<file path="src/msd_ram.sv">
// Generic simple RAM: one write port, two registered read ports.
// Standalone; no package needed.
module msd_ram #(
  parameter int WIDTH = 8,
  parameter int DEPTH = 16,
  parameter int AW    = (DEPTH > 1) ? $clog2(DEPTH) : 1
) (
  input  logic             clk,
  input  logic             we,
  input  logic [AW-1:0]    waddr,
  input  logic [WIDTH-1:0] wdata,
  input  logic [AW-1:0]    raddr_a,
  output logic [WIDTH-1:0] rdata_a,
  input  logic [AW-1:0]    raddr_b,
  output logic [WIDTH-1:0] rdata_b
);

  logic [WIDTH-1:0] mem [DEPTH];

  always_ff @(posedge clk) begin
    if (we) begin
      mem[waddr] <= wdata;
    end
    rdata_a <= mem[raddr_a];
    rdata_b <= mem[raddr_b];
  end

endmodule

</file>
<file path="config.mk">
export PLATFORM = sky130hd
export DESIGN_NAME = msd_ram
export DESIGN_NICKNAME = d
export VERILOG_FILES = /design/src/msd_ram.sv
export SDC_FILE = /design/constraint.sdc
export NUM_CORES = 1
export LEC_CHECK = 0
export BUFFER_PORTS_ARGS = -buffer_cell sky130_fd_sc_hd__buf_2
export CAP_MARGIN = 15
export CORE_MARGIN = 2
export CORE_UTILIZATION = 35
export CTS_CLUSTER_SIZE = 40
export DETAILED_ROUTE_END_ITERATION = 12
export SETUP_SLACK_MARGIN = 0.05
export SLEW_MARGIN = 15
export SYNTH_ARGS = -nofsm -noshare
export SYNTH_HDL_FRONTEND = slang
export SYNTH_SLANG_ARGS = --single-unit
export TNS_END_PERCENT = 30
</file>
<file path="constraint.sdc">
create_clock -name clk -period 5.6 [get_ports clk]
set_clock_uncertainty 0.05 [all_clocks]
set_input_delay 0.84 -clock clk [delete_from_list [all_inputs] [get_ports clk]]
set_output_delay 0.84 -clock clk [all_outputs]
set_load 0.01 [all_outputs]
</file>
== Yosys cells after proc, flatten, opt, wreduce, memory -nomap -nowiden ==
Memory sizes are Yosys's and may differ from the RTL's. A register that Yosys moved wholly into a read port is not among the register bits.
Index checks and enable logic that the tools add are counted.

* Flip-flop bits (word level): 0
* Memory bits (writable): 128
* Output and inout port bits: 16
* Word-level logic and storage cells: 3
* Memories kept: 1

* Muxes and demuxes: 2

{| class="wikitable"
|+ Memory list
! name !! words !! bits a word !! rd ports !! clocked after Yosys merged registers in !! write ports !! RTL line !! source
|-
| mem || 16 || 8 || 2 || 2 || 1 || 18 || <nowiki>logic [WIDTH-1:0] mem [DEPTH];</nowiki>
|}

{| class="wikitable"
|+ Operators with widths
! kind !! number
|-
| two-way mux 1 bit || 2
|}

== Depth between registers and ports, before layout ==
Gate-level depths: netlist of the first run.

* Depth in word-level cells: 2
* Depth in mapped cells: 5
* Gate-level depth less buffers: 3

== Worst setup path after synthesis of the first run ==
Ideal clock, no wire load.

* Kind: input-to-reg
* Start: input port waddr[2]
* End: memory mem[0][0], enable pin
* Library setup time: 0.383 ns
* Arrival time: 1.950 ns
* Data required time: 5.167 ns
* Setup slack: 3.217 ns
* Stages on the path: 2
* Path buffers: 0
* Path through: or3b_2 > nor3_1

{| class="wikitable"
|+ RTL lines
! item !! RTL line !! source
|-
| from (decl) || 10 || <nowiki>input logic [AW-1:0] waddr,</nowiki>
|-
| to (decl) || 18 ||
|}

No word-level cell before the write port.

==> metrics.md, run 1 <==
| Metric | Value |
|---|---|
| DRC viols | `0` |
| Unrepaired setup endpoints after global routing | `false` |
| WHS Path Cells | `3` |
| Critical Path End Type | `register` |
| Vias in the first global route | `3499` |
| Die H | `138.7 um` |
| Syn Nets | `329` |
| Final setup vio count | `0` |
| Post-CTS Setup Inserts | `0` |
| Pwr/cell area | `358.1 nW/um2` |
| Die X | `138.7 um` |
| # nets final | `371` |
| Post-synthesis sequential area ratio | `65.62%` |
| Core ar. | `17900 um2` |
| Clock transition at the registers of the reported paths | `0.06 ns` |
| Hold_buf cts | `0` |
| Max IR drop VDD | `0.2093 mV` |
| Avg Inst Size Synth | `20.67 um2` |
| Post_cts resized | `0` |
| Reg2reg path depth | `3` |
| Synth Instances | `307` |
| Xor and xnor area share after synthesis | `0%` |
| Largest family of logic cells by synthesized area | `multiplexers` |
| CTS tree | `done` |
| Vias per Instance | `5.667` |
| Synth Area in Simple Gates | `3.431%` |
| Largest net degree at the start of global routing | `33` |
| Starting Density | `35.45%` |
| Post-Route WL | `14.66 mm` |
| Share of layout cells above drive strength 1 | `30.39%` |
| Min-delay worst type | `register to register` |
| Skew-Pair Late Insertion Delay | `0.42 ns` |
| Inserted Diodes | `0` |
| Family with the most delay on the worst path | `buffers and inverters` |
| Static Leak | `0.002489 uW` |
| Num CTS Buffers | `17` |
| Clock buffer depth | `2` |
| Clock root buffer | `clkbuf_16` |
| RR Endpoint | `rdata_a[0]` |
| Clock Sinks | `144` |
| Crit start category | `input pin` |
| Initial antenna violation count | `0` |
| Critical Path AT | `2.78 ns` |
| GP Congestion | `0.7678` |
| Iter 0 DRT Violations | `431` |
| Post-Synthesis Cell Area | `6346 um2` |
| All-Layer GR Usage | `15.73%` |
| Tmin final | `2.538 ns` |
| Hold Fails Final Rpt | `0` |
| Critical Path Start | `raddr_a[0]` |
| Post-synthesis register bit count | `144` |
| FP Rows | `49` |
| Crit path kind | `input pin to register` |
| DP Wirelength | `9.399 mm` |
| Ports | `38` |
| Post-Synth Adder-Cell Area | `0%` |
| FF-to-FF Start | `mem[3][0]` |
| Fin crit share | `45.32%` |
| CP peak stage delay | `0.69 ns` |
| Multiplexer area fraction after synthesis | `24.45%` |
| CP required | `5.84 ns` |
| Global-route wire length before repair | `21.79 mm` |
| Slew HR | `26.55%` |
| Synth-to-layout area growth | `15.67%` |
| Vias | `3349` |
| Run status | `finished, final reports clean` |
| Global route total overflow | `0` |
| Final ANT Viol Nets | `0` |
| Pre-Repair DR Iteration Count | `5` |
| I/O Buffers | `37` |
| Synth Area in Compound Gates | `3.785%` |
| CP max stage cell | `mux4_4` |
| Die ar. | `19230 um2` |
| Warnings from Yosys | `0` |
| CP max FO | `22` |
| CTS H-Tree Depth | `4` |
| Worst-Margin Slew | `1.098 ns` |
| Fmax | `394.0 MHz` |
| Max_cap viols | `0` |
| Worst path bufs/invs | `2` |
| Setup crit end | `rdata_a[0]` |
| Setup TNS | `0 ns` |
| Worst R2R Setup Slack | `4.00 ns` |
| DR WL/cell | `24.81 um` |
| Crit path cell chain | `buf_2, buf_4, mux4_4, a22oi_1, nand2_1` |
| Number of distinct library cells after synthesis | `20` |
| Fin. max-slew vios | `0` |
| WP depth | `5` |
| Total power | `2629 uW` |
## state kept, by name, indices dropped and copies added (netlist names)
| name | count |
|---|---|
| mem | 128 |
| rdata_a | 8 |
| rdata_b | 8 |
## layer usage
metal	share of wire [%]	GRT usage, %
met1	42	21.56
met2	47	24.39
met3	8.0	3.936
met4	2.1	6.167
met5	0	0
## report_power, final
part | internal (uW) | switching (uW) | total, uW
logic | 77.7 | 101 | 178
clock network | 803 | 433 | 1240
registers | 1200 | 12.2 | 1210
## worst min path at each step
stage | from | end
2_1_floorplan | mem[7][1] | rdata_a[1]
6_report | mem[14][7] | rdata_a[7]
3_3_place_gp | mem[14][3] | rdata_a[3]
4_1_cts | mem[15][1] | rdata_b[1]
5_1_grt | mem[14][7] | rdata_a[7]
3_5_place_dp | mem[12][1] | rdata_b[1]
## cell families (layout without fill, tap and decap cells)
family	after synthesis	in the layout
buf+inv	20	75
flops	144	144
simple gates	47	47
compound gates	32	32
mux	64	64
## cells in the mapped netlist
master | count | area share (%)
mux4_1 | 28 | 12
buf_2 | 6 | 0.47
or3b_2 | 1 | 0.14
buf_4 | 2 | 0.24
dfxtp_1 | 16 | 5.0
mux4_2 | 34 | 12
nand2_1 | 17 | 1.0
and2b_1 | 2 | 0.24
nand3_1 | 1 | 0.079
nand2b_1 | 2 | 0.20
clkdlybuf4s25_2 | 6 | 0.95
mux4_4 | 2 | 0.79
nor2_1 | 14 | 0.83
and2_1 | 2 | 0.20
nor2b_1 | 2 | 0.20
edfxtp_1 | 128 | 61
nand3b_1 | 2 | 0.24
buf_6 | 6 | 1.1
nor3_1 | 4 | 0.32
a22oi_1 | 32 | 3.8
## stage by stage
stage	hold slack [ns]	util (%)	setup slack (ns)	area, um2	std cells
after CTS	0.6516	41.01	3.093	7341	591
after global routing	0.6771	41.01	2.996	7341	591
final	0.6515	41.01	3.062	7341	591
after global placement	0.6245	37.37	2.647	6690	559
after detailed placement	0.6323	37.37	2.645	6690	559
after floorplan	0.5971	-	3.217	6346	307
## cells in the final DEF (no fill, tap or decap)
cell type and instances:
edfxtp_1 128, nand3_1 1, mux4_2 34, nand2b_1 2, inv_6 3, bufinv_16 5, or3b_2 1, clkinvlp_4 3
buf_4 6, mux4_4 2, buf_2 37, clkbuf_8 1, clkbuf_1 1, clkinv_1 1, and2b_1 2, nand3b_1 2
nor2b_1 2, nor3_1 4, a22oi_1 32, dfxtp_1 16, clkinv_2 1, clkbuf_16 17, and2_1 2, nor2_1 14
mux4_1 28, nand2_1 17
## area by class of cell
cell class,count,area [um2]
fill,1594,10560
sequential,144,4164
timing repair buffer,43,230.2
clock buffer,19,442.9
multi-input combinational,143,2009
tap,229,286.5
clock inverter,13,207.7
## tightest hold or removal path: stages (launching register included)
cell and delay (ns):
edfxtp_1 0.34, mux4_2 0.22, a22oi_1 0.06, nand2_1 0.06
Power figures use the tool's default switching activity.
==> run 2, diff against run 1 <==
--- a/config.mk
+++ b/config.mk
@@ -5,6 +5,7 @@
 export SDC_FILE = /design/constraint.sdc
 export NUM_CORES = 1
 export LEC_CHECK = 0
+export ABC_AREA = 1
 export BUFFER_PORTS_ARGS = -buffer_cell sky130_fd_sc_hd__buf_2
 export CAP_MARGIN = 15
 export CORE_MARGIN = 2
==> constraint.sdc (replaced) <==
create_clock -name clk -period 2 [get_ports clk]
set_clock_uncertainty 0.05 [all_clocks]
set_input_delay 0.3 -clock clk [delete_from_list [all_inputs] [get_ports clk]]
set_output_delay 0.3 -clock clk [all_outputs]
set_load 0.01 [all_outputs]
==> run 2 against run 1 <==
Sequential share of layout area is 6.7 points lower. Clock power grew to 2.5 times the previous value. Critical endpoint is now rdata_b[6]. Largest cell class unchanged. Design area is 13% higher. Sequential power grew to 2.8 times the previous value. Core utilization hardly changed. Register-to-register slack worse by 3.1 ns.
==> metrics.md, run 2 <==
| Metric | Value |
|---|---|
| CP peak stage delay | `0.39 ns` |
| Post-route worst setup slack | `0.6717 ns` |
| Post-CTS Setup Inserts | `0` |
| Clock buffer depth | `2` |
| Clock root buffer | `clkbuf_16` |
| CP max stage cell | `dfxtp_1` |
| Most common cell after layout, fill and taps aside | `nand2_1` |
| I/O Buffers | `37` |
| Share of layout cells above drive strength 1 | `10.86%` |
| Largest net degree at the start of global routing | `65` |
| Min-delay worst type | `input pin to register` |
| Warnings from Yosys | `0` |
| Worst-Margin Slew | `0.4781 ns` |
| Largest register FFs | `128` |
| RR Endpoint | `rdata_a[1]` |
| Max_cap viols | `0` |
| Worst R2R Setup Slack | `0.89 ns` |
| Crit path kind | `register to output pin` |
| Vias | `5868` |
| Global route total overflow | `0` |
| Net switching power | `1645 uW` |
| FF-to-FF Start | `mem[7][1]` |
| Setup crit end | `rdata_b[6]` |
| Prevailing post-synth register cell | `edfxtp_1` |
| Largest register by flop count | `mem` |
| CP max FO | `1` |
| Final ANT Viol Nets | `0` |
| Count leader, synth | `nand2_1` |
| WP depth | `1` |
| Global-route wire length before repair | `30.92 mm` |
| Hold_buf cts | `0` |
| Post-synthesis register bit count | `144` |
| Vias per Instance | `5.007` |
| Static Leak | `0.003760 uW` |
| Unrepaired setup endpoints after global routing | `false` |
| Number of flops mapped to enable cells by yosys | `128` |
| Pwr/cell area | `862.8 nW/um2` |
| Most frequent cells in the layout | `277 x nand2_1, 225 x nand3_1, 134 x inv_1` |
| Avg Inst Size Synth | `8.531 um2` |
| Fin. max-slew vios | `0` |
| DP Wirelength | `12.37 mm` |
| Post_cts resized | `0` |
| Syn Nets | `873` |
| Pre-Repair DR Iteration Count | `5` |
| Final setup vio count | `0` |
| Initial antenna violation count | `0` |
| Post-synth top area share | `52.95%` |
| Gate power share | `9.6%` |
| Critical Path Start | `rdata_b[6]` |
| Largest cells by area after synthesis | `edfxtp_1 53%, nand3_1 16%, nand2_1 14%` |
| Synth Instances | `851` |
| Worst path bufs/invs | `1` |
| Post-synthesis sequential area ratio | `57.36%` |
| Crit path cell chain | `buf_2` |
| Crit start category | `register` |
| Setup TNS | `0 ns` |
| Core ar. | `20300 um2` |
| Tmin final | `1.328 ns` |
| CTS H-Tree Depth | `4` |
| All-Layer GR Usage | `18.70%` |
| Fmax | `752.8 MHz` |
| # nets final | `911` |
| Post-Synthesis Cell Area | `7259 um2` |
| Clock Sinks | `144` |
| Die H | `148.0 um` |
| Inserted Diodes | `0` |
| Skew-Pair Late Insertion Delay | `0.43 ns` |
| GP Congestion | `0.8069` |
| Num CTS Buffers | `17` |
| Critical Path End Type | `output pin` |
| Hold Fails Final Rpt | `0` |
| Most common library cells after synthesis | `277 x nand2_1, 225 x nand3_1, 134 x inv_1` |
| DRC viols | `0` |
| Die ar. | `21910 um2` |
| Top cell type by total area after synthesis | `edfxtp_1` |
| Number of distinct library cells after synthesis | `13` |
| Critical Path AT | `0.98 ns` |
| Vias in the first global route | `5692` |
| Post-Route WL | `19.45 mm` |
| Pint | `5542 uW` |
| Iter 0 DRT Violations | `554` |
| Ys async rst share | `0%` |
| Run status | `finished, final reports clean` |
| CP required | `1.65 ns` |
| Die X | `148.0 um` |
| Slew HR | `68.13%` |
| Final cell count without fillers | `1172` |
| # placed instances | `1140` |
| CTS tree | `done` |
| Clock transition at the registers of the reported paths | `0.06 ns` |
| Fin crit share | `66.42%` |
| Synth-to-layout area growth | `14.74%` |
| Net switching fraction of the power | `22.88%` |
| Pre-CTS WS | `0.4311 ns` |
| Max IR drop VDD | `0.5805 mV` |
| Family with the most delay on the worst path | `flip-flops` |
| Sequential share of power | `47.2%` |
| Clock share of power | `43.2%` |
| Reg2reg path depth | `6` |
| FP Rows | `52` |
| Starting Density | `35.76%` |
| Largest regs | `mem x128, rdata_a x8, rdata_b x8` |
| DR WL/cell | `16.59 um` |
| Ports | `38` |
-- run 2: logic make-up after synthesis --
| kind of cell | Yosys count | share of synthesized area (%) |
|---|---|---|
| and+or+nand+nor | 521 | 30.92 |
| buffers and inverters | 186 | 11.72 |
| DFF | 144 | 57.36 |
-- run 2: per-stage QoR --
step	instance area, um2	total power [uW]	hold slack (ns)	util [%]
final	8329	7187	0.1951	41.03
after floorplan	7259	3890	0.3489	-
after global placement	7750	4136	0.6173	38.18
after global routing	8329	7465	0.1998	41.03
after detailed placement	7750	4143	0.6243	38.18
after CTS	8329	7253	0.1661	41.03
-- run 2: worst min-delay path by stage --
| stage | startpoint | endpoint | slack [ns] | depth (start not counted) |
|---|---|---|---|---|
| 2_1_floorplan | wdata[0] | mem[0][0] | 0.35 | 0 |
| 3_3_place_gp | mem[10][1] | rdata_a[1] | 0.62 | 6 |
| 3_5_place_dp | mem[10][3] | rdata_a[3] | 0.62 | 6 |
| 4_1_cts | raddr_b[3] | rdata_b[0] | 0.17 | 3 |
| 5_1_grt | raddr_b[3] | rdata_b[0] | 0.20 | 3 |
| 6_report | raddr_b[3] | rdata_b[0] | 0.20 | 3 |
-- run 2: worst min-delay path, delay by kind of cell --
| family | cells | cell delay, ns |
|---|---|---|
| buffers and inverters | 1 | 0.18 |
| and+or+nand+nor | 2 | 0.14 |
-- run 2: cell type report --
type / count / area (um2)
multi-input combinational: 521 / 2245
clock buffer: 26 / 499.2
clock inverter: 6 / 80.08
sequential: 144 / 4164
inverter: 138 / 518.0
fill: 2022 / 11970
tap: 270 / 337.8
timing repair buffer: 67 / 485.5
-- run 2: metal layers --
layer	share of wire, %	GRT usage [%]	wire (um)
met5	0	0	0
met2	47	29.31	9059
met4	3.0	9.810	575
met1	44	25.43	8581
met3	6.3	2.377	1229
-- run 2: power by group through the flow --
stage                     registers [uW]  clock network, uW  logic, uW
after floorplan                     3470                  0        424
after global placement              3450                  0        683
after detailed placement            3450                  0        688
after CTS                           3390               3170        690
after global routing                3400               3300        770
final                               3390               3100        693
