File: src/msd_pkg.sv
// Shared types, field widths and constant tables for the mean squared displacement block.
// Used by msd_lane and mean_squared_displacement; depends on nothing.
package msd_pkg;

  localparam int COORD_W  = 24;
  localparam int SUM_W    = 32;
  localparam int CNT_W    = 9;
  localparam int FRAME_W  = 10;
  localparam int PART_W   = 8;
  localparam int LAG_W    = 11;
  localparam int MSD_W    = 48;
  localparam int TOT_W    = 50;
  localparam int PAIR_W   = 19;
  localparam int ACC_W    = 58;
  localparam int SQ_W     = 52;
  localparam int OUT_DIMS = 3;
  localparam int IN_W     = 96;
  localparam int OUT_W    = 224;
  localparam int CFG_AW   = 3;
  localparam int CFG_DW   = 32;
  localparam int DIMS_W   = 2;

  localparam logic [CFG_AW-1:0] REG_DIMS_IN_USE = 3'd0;
  localparam logic [DIMS_W-1:0] DIMS_RESET      = 2'd3;
  localparam logic [CNT_W-1:0]  COUNT_MAX       = 9'd511;
  localparam logic [PAIR_W-1:0] PAIR_MAX        = 19'h7FFFF;
  localparam logic [ACC_W-1:0]  MSD_MAX         = 58'h0000FFFFFFFFFFFF;

  localparam int POW_ENTRIES = 50;
  localparam int IDX_W       = 6;

  // round(1.15^i); every later power lies above the largest frame count
  localparam logic [LAG_W-1:0] POW_ROUND [POW_ENTRIES] = '{
    11'd1,   11'd1,   11'd1,   11'd2,   11'd2,   11'd2,   11'd2,   11'd3,   11'd3,   11'd4,
    11'd4,   11'd5,   11'd5,   11'd6,   11'd7,   11'd8,   11'd9,   11'd11,  11'd12,  11'd14,
    11'd16,  11'd19,  11'd22,  11'd25,  11'd29,  11'd33,  11'd38,  11'd44,  11'd50,  11'd58,
    11'd66,  11'd76,  11'd88,  11'd101, 11'd116, 11'd133, 11'd153, 11'd176, 11'd203, 11'd233,
    11'd268, 11'd308, 11'd354, 11'd407, 11'd468, 11'd539, 11'd620, 11'd713, 11'd819, 11'd942
  };

  typedef enum logic [3:0] {
    ST_CLEAR,
    ST_LOAD,
    ST_LOAD_WR,
    ST_MEAN_RD,
    ST_MEAN_GO,
    ST_MEAN_WAIT,
    ST_SW_INIT,
    ST_SWEEP,
    ST_DRAIN,
    ST_DIV,
    ST_FIND,
    ST_EMIT
  } state_t;

  typedef struct packed {
    logic mean_start;
    logic acc_clear;
    logic hit;
    logic div_start;
  } lane_ctl_t;

endpackage

File: src/msd_div.sv
// Restoring unsigned divider, one quotient bit per cycle.
// Standalone; used by msd_lane for frame means and final averages.
module msd_div #(
  parameter int NW = 32,
  parameter int DW = 9
) (
  input  logic          clk,
  input  logic          rst_n,
  input  logic          start,
  input  logic [NW-1:0] dividend,
  input  logic [DW-1:0] divisor,
  output logic          done,
  output logic [NW-1:0] quotient
);

  localparam int CNTW = $clog2(NW + 1);

  logic [DW:0]     rem_r;
  logic [NW-1:0]   quo_r;
  logic [CNTW-1:0] cnt_r;
  logic            busy_r;
  logic            done_r;
  logic [DW:0]     shifted;
  logic            ge;

  assign shifted  = {rem_r[DW-1:0], quo_r[NW-1]};
  assign ge       = shifted >= {1'b0, divisor};
  assign done     = done_r;
  assign quotient = quo_r;

  always_ff @(posedge clk) begin
    if (!rst_n) begin
      busy_r <= 1'b0;
      done_r <= 1'b0;
      cnt_r  <= '0;
    end else begin
      done_r <= 1'b0;
      if (start) begin
        busy_r <= 1'b1;
        cnt_r  <= CNTW'(NW);
      end else if (busy_r) begin
        cnt_r <= cnt_r - 1'b1;
        if (cnt_r == CNTW'(1)) begin
          busy_r <= 1'b0;
          done_r <= 1'b1;
        end
      end
    end
  end

  always_ff @(posedge clk) begin
    if (start) begin
      rem_r <= '0;
      quo_r <= dividend;
    end else if (busy_r) begin
      rem_r <= ge ? (shifted - {1'b0, divisor}) : shifted;
      quo_r <= {quo_r[NW-2:0], ge};
    end
  end

endmodule

File: src/msd_lane.sv
// One dimension lane: frame mean division, squared displacement accumulation
// and final average division. Depends on msd_pkg and msd_div.
module msd_lane (
  input  logic                          clk,
  input  logic                          rst_n,
  input  msd_pkg::lane_ctl_t            ctl,
  input  logic [msd_pkg::SUM_W-1:0]     sum_in,
  input  logic [msd_pkg::CNT_W-1:0]     cnt_in,
  input  logic signed [msd_pkg::COORD_W-1:0] pos_a,
  input  logic signed [msd_pkg::COORD_W-1:0] pos_b,
  input  logic signed [msd_pkg::COORD_W-1:0] mean_a,
  input  logic signed [msd_pkg::COORD_W-1:0] mean_b,
  input  logic [msd_pkg::PAIR_W-1:0]    pairs,
  output logic                          mean_done,
  output logic [msd_pkg::COORD_W-1:0]   mean_val,
  output logic                          msd_done,
  output logic [msd_pkg::ACC_W-1:0]     msd_q
);
  import msd_pkg::*;

  // frame mean: |sum| / count, sign restored, clamped to 24 bits
  logic [SUM_W-1:0] mag_sum;
  logic [SUM_W-1:0] qm;
  logic             neg_r;
  logic             zero_r;

  assign mag_sum = sum_in[SUM_W-1] ? (~sum_in + 1'b1) : sum_in;

  always_ff @(posedge clk) begin
    if (ctl.mean_start) begin
      neg_r  <= sum_in[SUM_W-1];
      zero_r <= (cnt_in == '0);
    end
  end

  msd_div #(.NW(SUM_W), .DW(CNT_W)) u_mean_div (
    .clk      (clk),
    .rst_n    (rst_n),
    .start    (ctl.mean_start),
    .dividend (mag_sum),
    .divisor  (cnt_in),
    .done     (mean_done),
    .quotient (qm)
  );

  always_comb begin
    if (zero_r) begin
      mean_val = '0;
    end else if (!neg_r) begin
      mean_val = (qm > 32'd8388607) ? 24'h7FFFFF : qm[COORD_W-1:0];
    end else begin
      mean_val = (qm > 32'd8388608) ? 24'h800000 : (~qm[COORD_W-1:0] + 24'd1);
    end
  end

  // displacement pipeline: difference, square, saturating accumulate
  logic signed [COORD_W:0]   x1;
  logic signed [COORD_W:0]   x2;
  logic signed [COORD_W+1:0] d;
  logic [COORD_W+1:0]        d_mag_r;
  logic [SQ_W-1:0]           sq_r;
  logic                      h1_r;
  logic                      h2_r;
  logic [ACC_W-1:0]          acc_r;
  logic [ACC_W:0]            acc_sum;

  assign x1      = (COORD_W+1)'(pos_a) - (COORD_W+1)'(mean_a);
  assign x2      = (COORD_W+1)'(pos_b) - (COORD_W+1)'(mean_b);
  assign d       = (COORD_W+2)'(x2) - (COORD_W+2)'(x1);
  assign acc_sum = (ACC_W+1)'(acc_r) + (ACC_W+1)'(sq_r);

  always_ff @(posedge clk) begin
    if (!rst_n) begin
      h1_r <= 1'b0;
      h2_r <= 1'b0;
    end else begin
      h1_r <= ctl.hit;
      h2_r <= h1_r;
    end
  end

  always_ff @(posedge clk) begin
    d_mag_r <= d[COORD_W+1] ? (~d + 1'b1) : d;
    sq_r    <= SQ_W'(d_mag_r) * SQ_W'(d_mag_r);
    if (ctl.acc_clear) begin
      acc_r <= '0;
    end else if (h2_r) begin
      acc_r <= acc_sum[ACC_W] ? {ACC_W{1'b1}} : acc_sum[ACC_W-1:0];
    end
  end

  msd_div #(.NW(ACC_W), .DW(PAIR_W)) u_msd_div (
    .clk      (clk),
    .rst_n    (rst_n),
    .start    (ctl.div_start),
    .dividend (acc_r),
    .divisor  (pairs),
    .done     (msd_done),
    .quotient (msd_q)
  );

endmodule

File: config.mk
export PLATFORM = sky130hd
export DESIGN_NAME = msd_lane
export DESIGN_NICKNAME = d
export VERILOG_FILES = /design/src/msd_pkg.sv /design/src/msd_div.sv /design/src/msd_lane.sv
export SDC_FILE = /design/constraint.sdc
export NUM_CORES = 2
export LEC_CHECK = 0
export ABC_CLOCK_PERIOD_IN_PS = 11450
export BUFFER_PORTS_ARGS = -buffer_cell sky130_fd_sc_hd__buf_2
export CAP_MARGIN = 30
export CORE_ASPECT_RATIO = 0.7
export CORE_MARGIN = 2
export CORE_UTILIZATION = 40
export DETAILED_ROUTE_END_ITERATION = 6
export GPL_ROUTABILITY_DRIVEN = 1
export PLACE_DENSITY_LB_ADDON = 0.3
export SYNTH_ARGS = -nofsm -noshare
export SYNTH_HDL_FRONTEND = slang
export SYNTH_SLANG_ARGS = --single-unit
File: constraint.sdc
create_clock -name clk -period 11.45 [get_ports clk]
set_input_delay 3.435 -clock clk [delete_from_list [all_inputs] [get_ports clk]]
set_output_delay 3.435 -clock clk [all_outputs]
set_load 0.01 [all_outputs]
Word level (Yosys, flattened, before mapping)
Cells that the tools add are included.

word-level totals
  output and inout port bits = 84
  register bits = 274
  bits of input ports = 162
  word-level logic and storage cells = 76

cells by class
  $add $sub $neg = 11
  bitwise logic cells = 6
  order comparisons = 4
  reduce and logical (&&, ||, !) cells = 7
  mux-type cells = 25
  multiply operators = 1
  equality and inequality tests = 2

operators by type and width
  cell                                                                     count
  58-bit 2-to-1 mux                                                        3
  24-bit 2-to-1 mux                                                        4
  32-bit 2-to-1 mux                                                        3
  58-bit by 52-bit adder with 59-bit output                                1
  26-bit by 26-bit multiplier with 52-bit output                           1
  24-bit by 24-bit subtractor with 25-bit output                           2
  32-bit by 1-bit adder with 32-bit output (second input constant)         1
  32-bit by 23-bit > comparator with 1-bit output (second input constant)  1
  32-bit by 24-bit > comparator with 1-bit output (second input constant)  1
  32-bit NOT                                                               1
  26-bit by 1-bit adder with 26-bit output (second input constant)         1
  26-bit NOT                                                               1
  25-bit by 25-bit subtractor with 26-bit output                           1
  25-bit 2-to-1 mux                                                        1
  24-bit by 1-bit adder with 24-bit output (second input constant)         1
  6-bit 2-to-1 mux                                                         4
  24-bit NOT                                                               1
  20-bit by 19-bit greater-or-equal comparator with 1-bit output           1
  19-bit 2-to-1 mux                                                        1
  19-bit subtractor                                                        1
  6-bit by 1-bit equality test with 1-bit output (second input constant)   2
  6-bit by 1-bit subtractor with 6-bit output (second input constant)      2
  10-bit by 9-bit greater-or-equal comparator with 1-bit output            1
  9-bit logical NOT                                                        1
  7 further kinds                                                          19

Longest topological paths before layout
  word-level depth = 5
  mapped depth = 29
  mapped depth without buffers = 29

Modules after synthesis
Synthesis repeated with hierarchy kept, for this count alone.

unflattened totals
  cells, all modules = 4111
  area, all modules = 37852.6 µm²

modules (own cells, without submodules)
  module                cells each  area an instance (µm²)  sequential area each (µm²)  instances
  msd_lane              3448        30365.4                 2802.7                      1
  msd_div (u_msd_div)   445         4918.5                  2282.2                      1
  msd_div (u_mean_div)  218         2568.7                  1301.2                      1

Worst setup path after synthesis
OpenSTA, ideal clock, no wires.

  kind = input -> register
  from = in pos_a[0] (netlist bit)
  to = reg d_mag_r[23]
  required time = 11.323 ns
  data arrival time = 7.361 ns
  cell stages on the path = 18
  setup time = 0.127 ns
  setup slack = 3.962 ns
  path buffers = 0
  cell sequence = inv_1 fa_1 inv_1 fa_1 inv_1 ha_1 fa_1 a211oi_1 o21a_1 o31a_1 o31ai_1 xor2_1 or2_2 nor3_1 nand2_1 nor4_1 a21oi_1 xor2_1

between the ends
  cells in the longest elaborated chain, start to end = 5

ends and longest elaborated chain
  item                                                RTL line        RTL
  from (decl)                                         msd_lane.sv:9   input logic signed [msd_pkg::COORD_W-1:0] pos_a,
  24-bit by 24-bit subtractor with 25-bit output (*)  msd_lane.sv:67  assign x1 = (COORD_W+1)'(pos_a) - (COORD_W+1)'(mean_a);
  25-bit by 25-bit subtractor with 26-bit output (*)  msd_lane.sv:69  assign d = (COORD_W+2)'(x2) - (COORD_W+2)'(x1);
  26-bit NOT                                          msd_lane.sv:83  d_mag_r <= d[COORD_W+1] ? (~d + 1'b1) : d;
  26-bit by 1-bit adder with 26-bit output            msd_lane.sv:83
  25-bit 2-to-1 mux (*)                               msd_lane.sv:83
  to (signal assigned)                                msd_lane.sv:83
  to (decl)                                           msd_lane.sv:60  logic [COORD_W+1:0] d_mag_r;

Every way passes the cells marked *; elsewhere a longest branch is shown, timed or not.
A chain may end at the register's enable or synchronous reset.

Worst setup path after layout
  from = reg u_mean_div.quo_r[0], in the netlist u_mean_div.quotient[0]
  to = out mean_val[12] (netlist bit)

between the ends
  cells in the longest elaborated chain, start to end = 5
  elaborated cells on any way between the ends = 8
  those cells by class = 1 x add/sub; 2 x order compare; 4 x mux; 1 x bitwise

ends and longest elaborated chain
  item                                      RTL line        RTL
  from (decl)                               msd_div.sv:19   logic [NW-1:0] quo_r;
  from (signal assigned)                    msd_div.sv:54   quo_r <= dividend;
  from (signal assigned)                    msd_div.sv:57   quo_r <= {quo_r[NW-2:0], ge};
  24-bit NOT                                msd_lane.sv:52  mean_val = (qm > 32'd8388608) ? 24'h800000 : (~qm[COORD_W-1:0] + 24'd1);
  24-bit by 1-bit adder with 24-bit output  msd_lane.sv:52
  24-bit 2-to-1 mux                         msd_lane.sv:52
  24-bit 2-to-1 mux (*)                     msd_lane.sv:49  end else if (!neg_r) begin
  24-bit 2-to-1 mux (*)                     msd_lane.sv:47  if (zero_r) begin
  to (decl)                                 msd_lane.sv:15  output logic [msd_pkg::COORD_W-1:0] mean_val,

Marked as above.

==> impl_results.md <==
- Clock Path Buffers: 3
- Clk sinks: 273
- Grt total ovfl: 0
- EDFF count, synth: 92
- Port buffer count: 245
- Net count, final: 5271
- Vias in the first global route: 28300
- Max-slew violations: 0
- Layout cells sized above 1: 0.101
- First-pass GRT wire length: 152000 um
- Syn_nets: 5094
- Final Critical Period: 8.49 ns
- Number of DRC markers in iteration 0: 1791
- Outcome: finished clean
- Register area: 0.00639 mm2
- CORE AREA: 0.0918 mm2
- Via count: 27700
- FF-to-FF path depth: 28
- CP required: 8.02 ns
- Slew headroom: 0.349
- IO Count: 246
- CP endpoint kind: primary output
- CP startpoint kind: flip-flop
- DIE AREA: 0.0948 mm2
- Gate Count Post-Synth: 4050
- CTS tree: done
- Post-CTS Repair Setup Buffers: 0
- Count leader, synth: inv_1
- Final setup fails: 0
- Kind of critical path: reg2out
- Root Buffer: clkbuf_16
- Period utilization: 0.741
- Critical Path Max Stage Delay: 0.56 ns
- Clock-pin transition on the worst setup and hold timing paths: 0.07 ns
- Initial Utilization: 0.402
- Row count: 93
- Post-route ant nets: 0
- RD Place Congestion: 0.896
- Vias per cell: 5.04
- Post-synth top area share: 0.308
- Main area contributors after synthesis: fa_1 31%, ha_1 11%, dfxtp_1 9.8%
- Final core utilization: 0.442
- Hold-fix buffers, CTS: 0
- Synth cell types: 78
- Clk_lat worst skew: 0.62 ns
- Async SR Flop Fraction: 0
- Largest net degree at the start of global routing: 90
- Synth Register Bits: 273
- Synth area leader: fa_1
- Critical Path Fanout Max: 17
- Commonest register cell after synthesis: dfxtp_1
- Transition time of the tightest slew-check pin: 0.977 ns
- Ys Warns: 0
- Die Span Y: 258 um
- Worst hold slack: 0.436 ns
- WL per Instance: 16.7 um
- Syn_area_per_cell: 9.12 um2
- Residual DRC: 0
- All-layer global routing usage: 0.197
- CP arrival: 5.06 ns
- RSZ-0062 raised after global routing: false
- Post-Syn Area: 0.0369 mm2
- Fmax: 118 MHz
- CTS-repair resized insts: 0
- Max Cap Viol: 0
- Total routed wirelength: 91800 um
- Fillers: 8976
- Area Overhead vs Synth: 9.74%
- Clk_skew: 0.0375 ns
- Post-DP HPWL: 73200 um
- Die width: 367 um
- Worst hold path class: reg2reg
- CP max-delay cell: and2b_1
- Total negative slack: 0 ns
- Multi-input gate area: 0.0270 mm2
- Drt pass-1 iters: 5
- CP Cell Sequence: inv_1 > ha_1 > or3b_1 > or3_1 > or4b_4 > or3_1 > or3_4 > o21ai_2 > and2b_1 > nand2_2 > nor3_1 > a21oi_1 > a21oi_1 > buf_2
- Top cells by count, synth: 804 x inv_1, 569 x fa_1, 337 x nand2_1
- Cts bufs inserted: 31
- WHS Path Cells: 1
- Antenna violations before repair: 3
- Sequential share of the synthesized area: 0.173
- H-tree depth: 1
- Number of hold violations in the final report: 0
-- layout make-up --
| type | count | share of cell area |
|---|---|---|
| Sequential cell | 273 | 0.158 |
| Antenna cell | 1 | 0.0000617 |
| Inverter | 804 | 0.0744 |
| Tap cell | 1235 | 0.0381 |
| Clock buffer | 41 | 0.0214 |
| Timing Repair Buffer | 285 | 0.0380 |
| Multi-Input combinational cell | 2832 | 0.667 |
| Clock inverter | 17 | 0.00386 |
-- stage by stage --
stage / setup slack (ns) / instances / area [um2]
CTS: 2.97 / 5487 / 40500
detailed placement: 3.31 / 5429 / 39500
floorplan: 3.96 / 4050 / 36900
global route: 2.64 / 5488 / 40500
finish: 2.96 / 5488 / 40500
global placement: 3.41 / 5426 / 39500
-- cells by family (layout without fill, tap and decap cells) --
kind of cell	after synthesis	count (layout)	share of synthesized area
AOI/OAI and AO/OA	661	661	0.114
xor gates and xnor gates	213	213	0.0505
adders and majority gates	882	882	0.414
buffers and inverters	945	1147	0.0962
DFF	273	273	0.173
muxes	84	84	0.0249
other	0	1	0
and+or+nand+nor	992	992	0.127
-- state kept, by name, summed over array words and instances, names as in the netlist --
signal,flops
u_msd_div.cnt_r,6
u_mean_div.busy_r,1
u_mean_div.done,1
acc_r,58
u_mean_div.cnt_r,6
zero_r,1
h2_r,1
u_mean_div.rem_r,9
d_mag_r,26
u_msd_div.busy_r,1
u_msd_div.done,1
u_msd_div.rem_r,19
u_msd_div.quotient,58
h1_r,1
u_mean_div.quotient,32
sq_r,51
neg_r,1
-- critical path, delay by kind of cell (launching register included) --
| kind | cells | cell delay (ns) |
|---|---|---|
| compound gates | 3 | 0.38 |
| fa+ha+maj | 1 | 0.18 |
| buf+inv | 2 | 0.24 |
| flops | 1 | 0.43 |
| simple gates | 8 | 3.19 |
-- worst paths after layout --
| kind | start | to | slack [ns] |
|---|---|---|---|
| worst max-delay path | u_mean_div.quotient[0] | mean_val[12] | 2.96 |
| worst min-delay path | h1_r | h2_r | 0.44 |
| worst max register to register | d_mag_r[3] | sq_r[50] | 3.34 |
| worst min register to register | h1_r | h2_r | 0.44 |
-- routing by layer --
layer / vias to the layer above / track usage / share of wire
li1: 13400 / - / -
met1: 13500 / 0.298 / 0.50
met2: 693 / 0.301 / 0.43
met3: 95 / 0.0293 / 0.061
met4: 0 / 0.0337 / 0.017
met5: - / 0 / 0
-- layout by cell type (no fill, tap or decap), drive strengths merged, types with 29 or more instances in the layout --
cell and instances:
mux2 62, o22ai 29, fa 569, xnor2 108, a21o 106, a31oi 32, inv 811, clkbuf 41
dfxtp 181, a21oi 192, xor2 105, nand4 29, and2 144, edfxtp 92, ha 313, nor3 58
buf 285, a211oi 49, nand2 338, nor2 259, o21ai 119
Power is left out: the tool's default activity adds up to more than one toggle a clock period on the data nets, which glitch-free logic cannot reach.
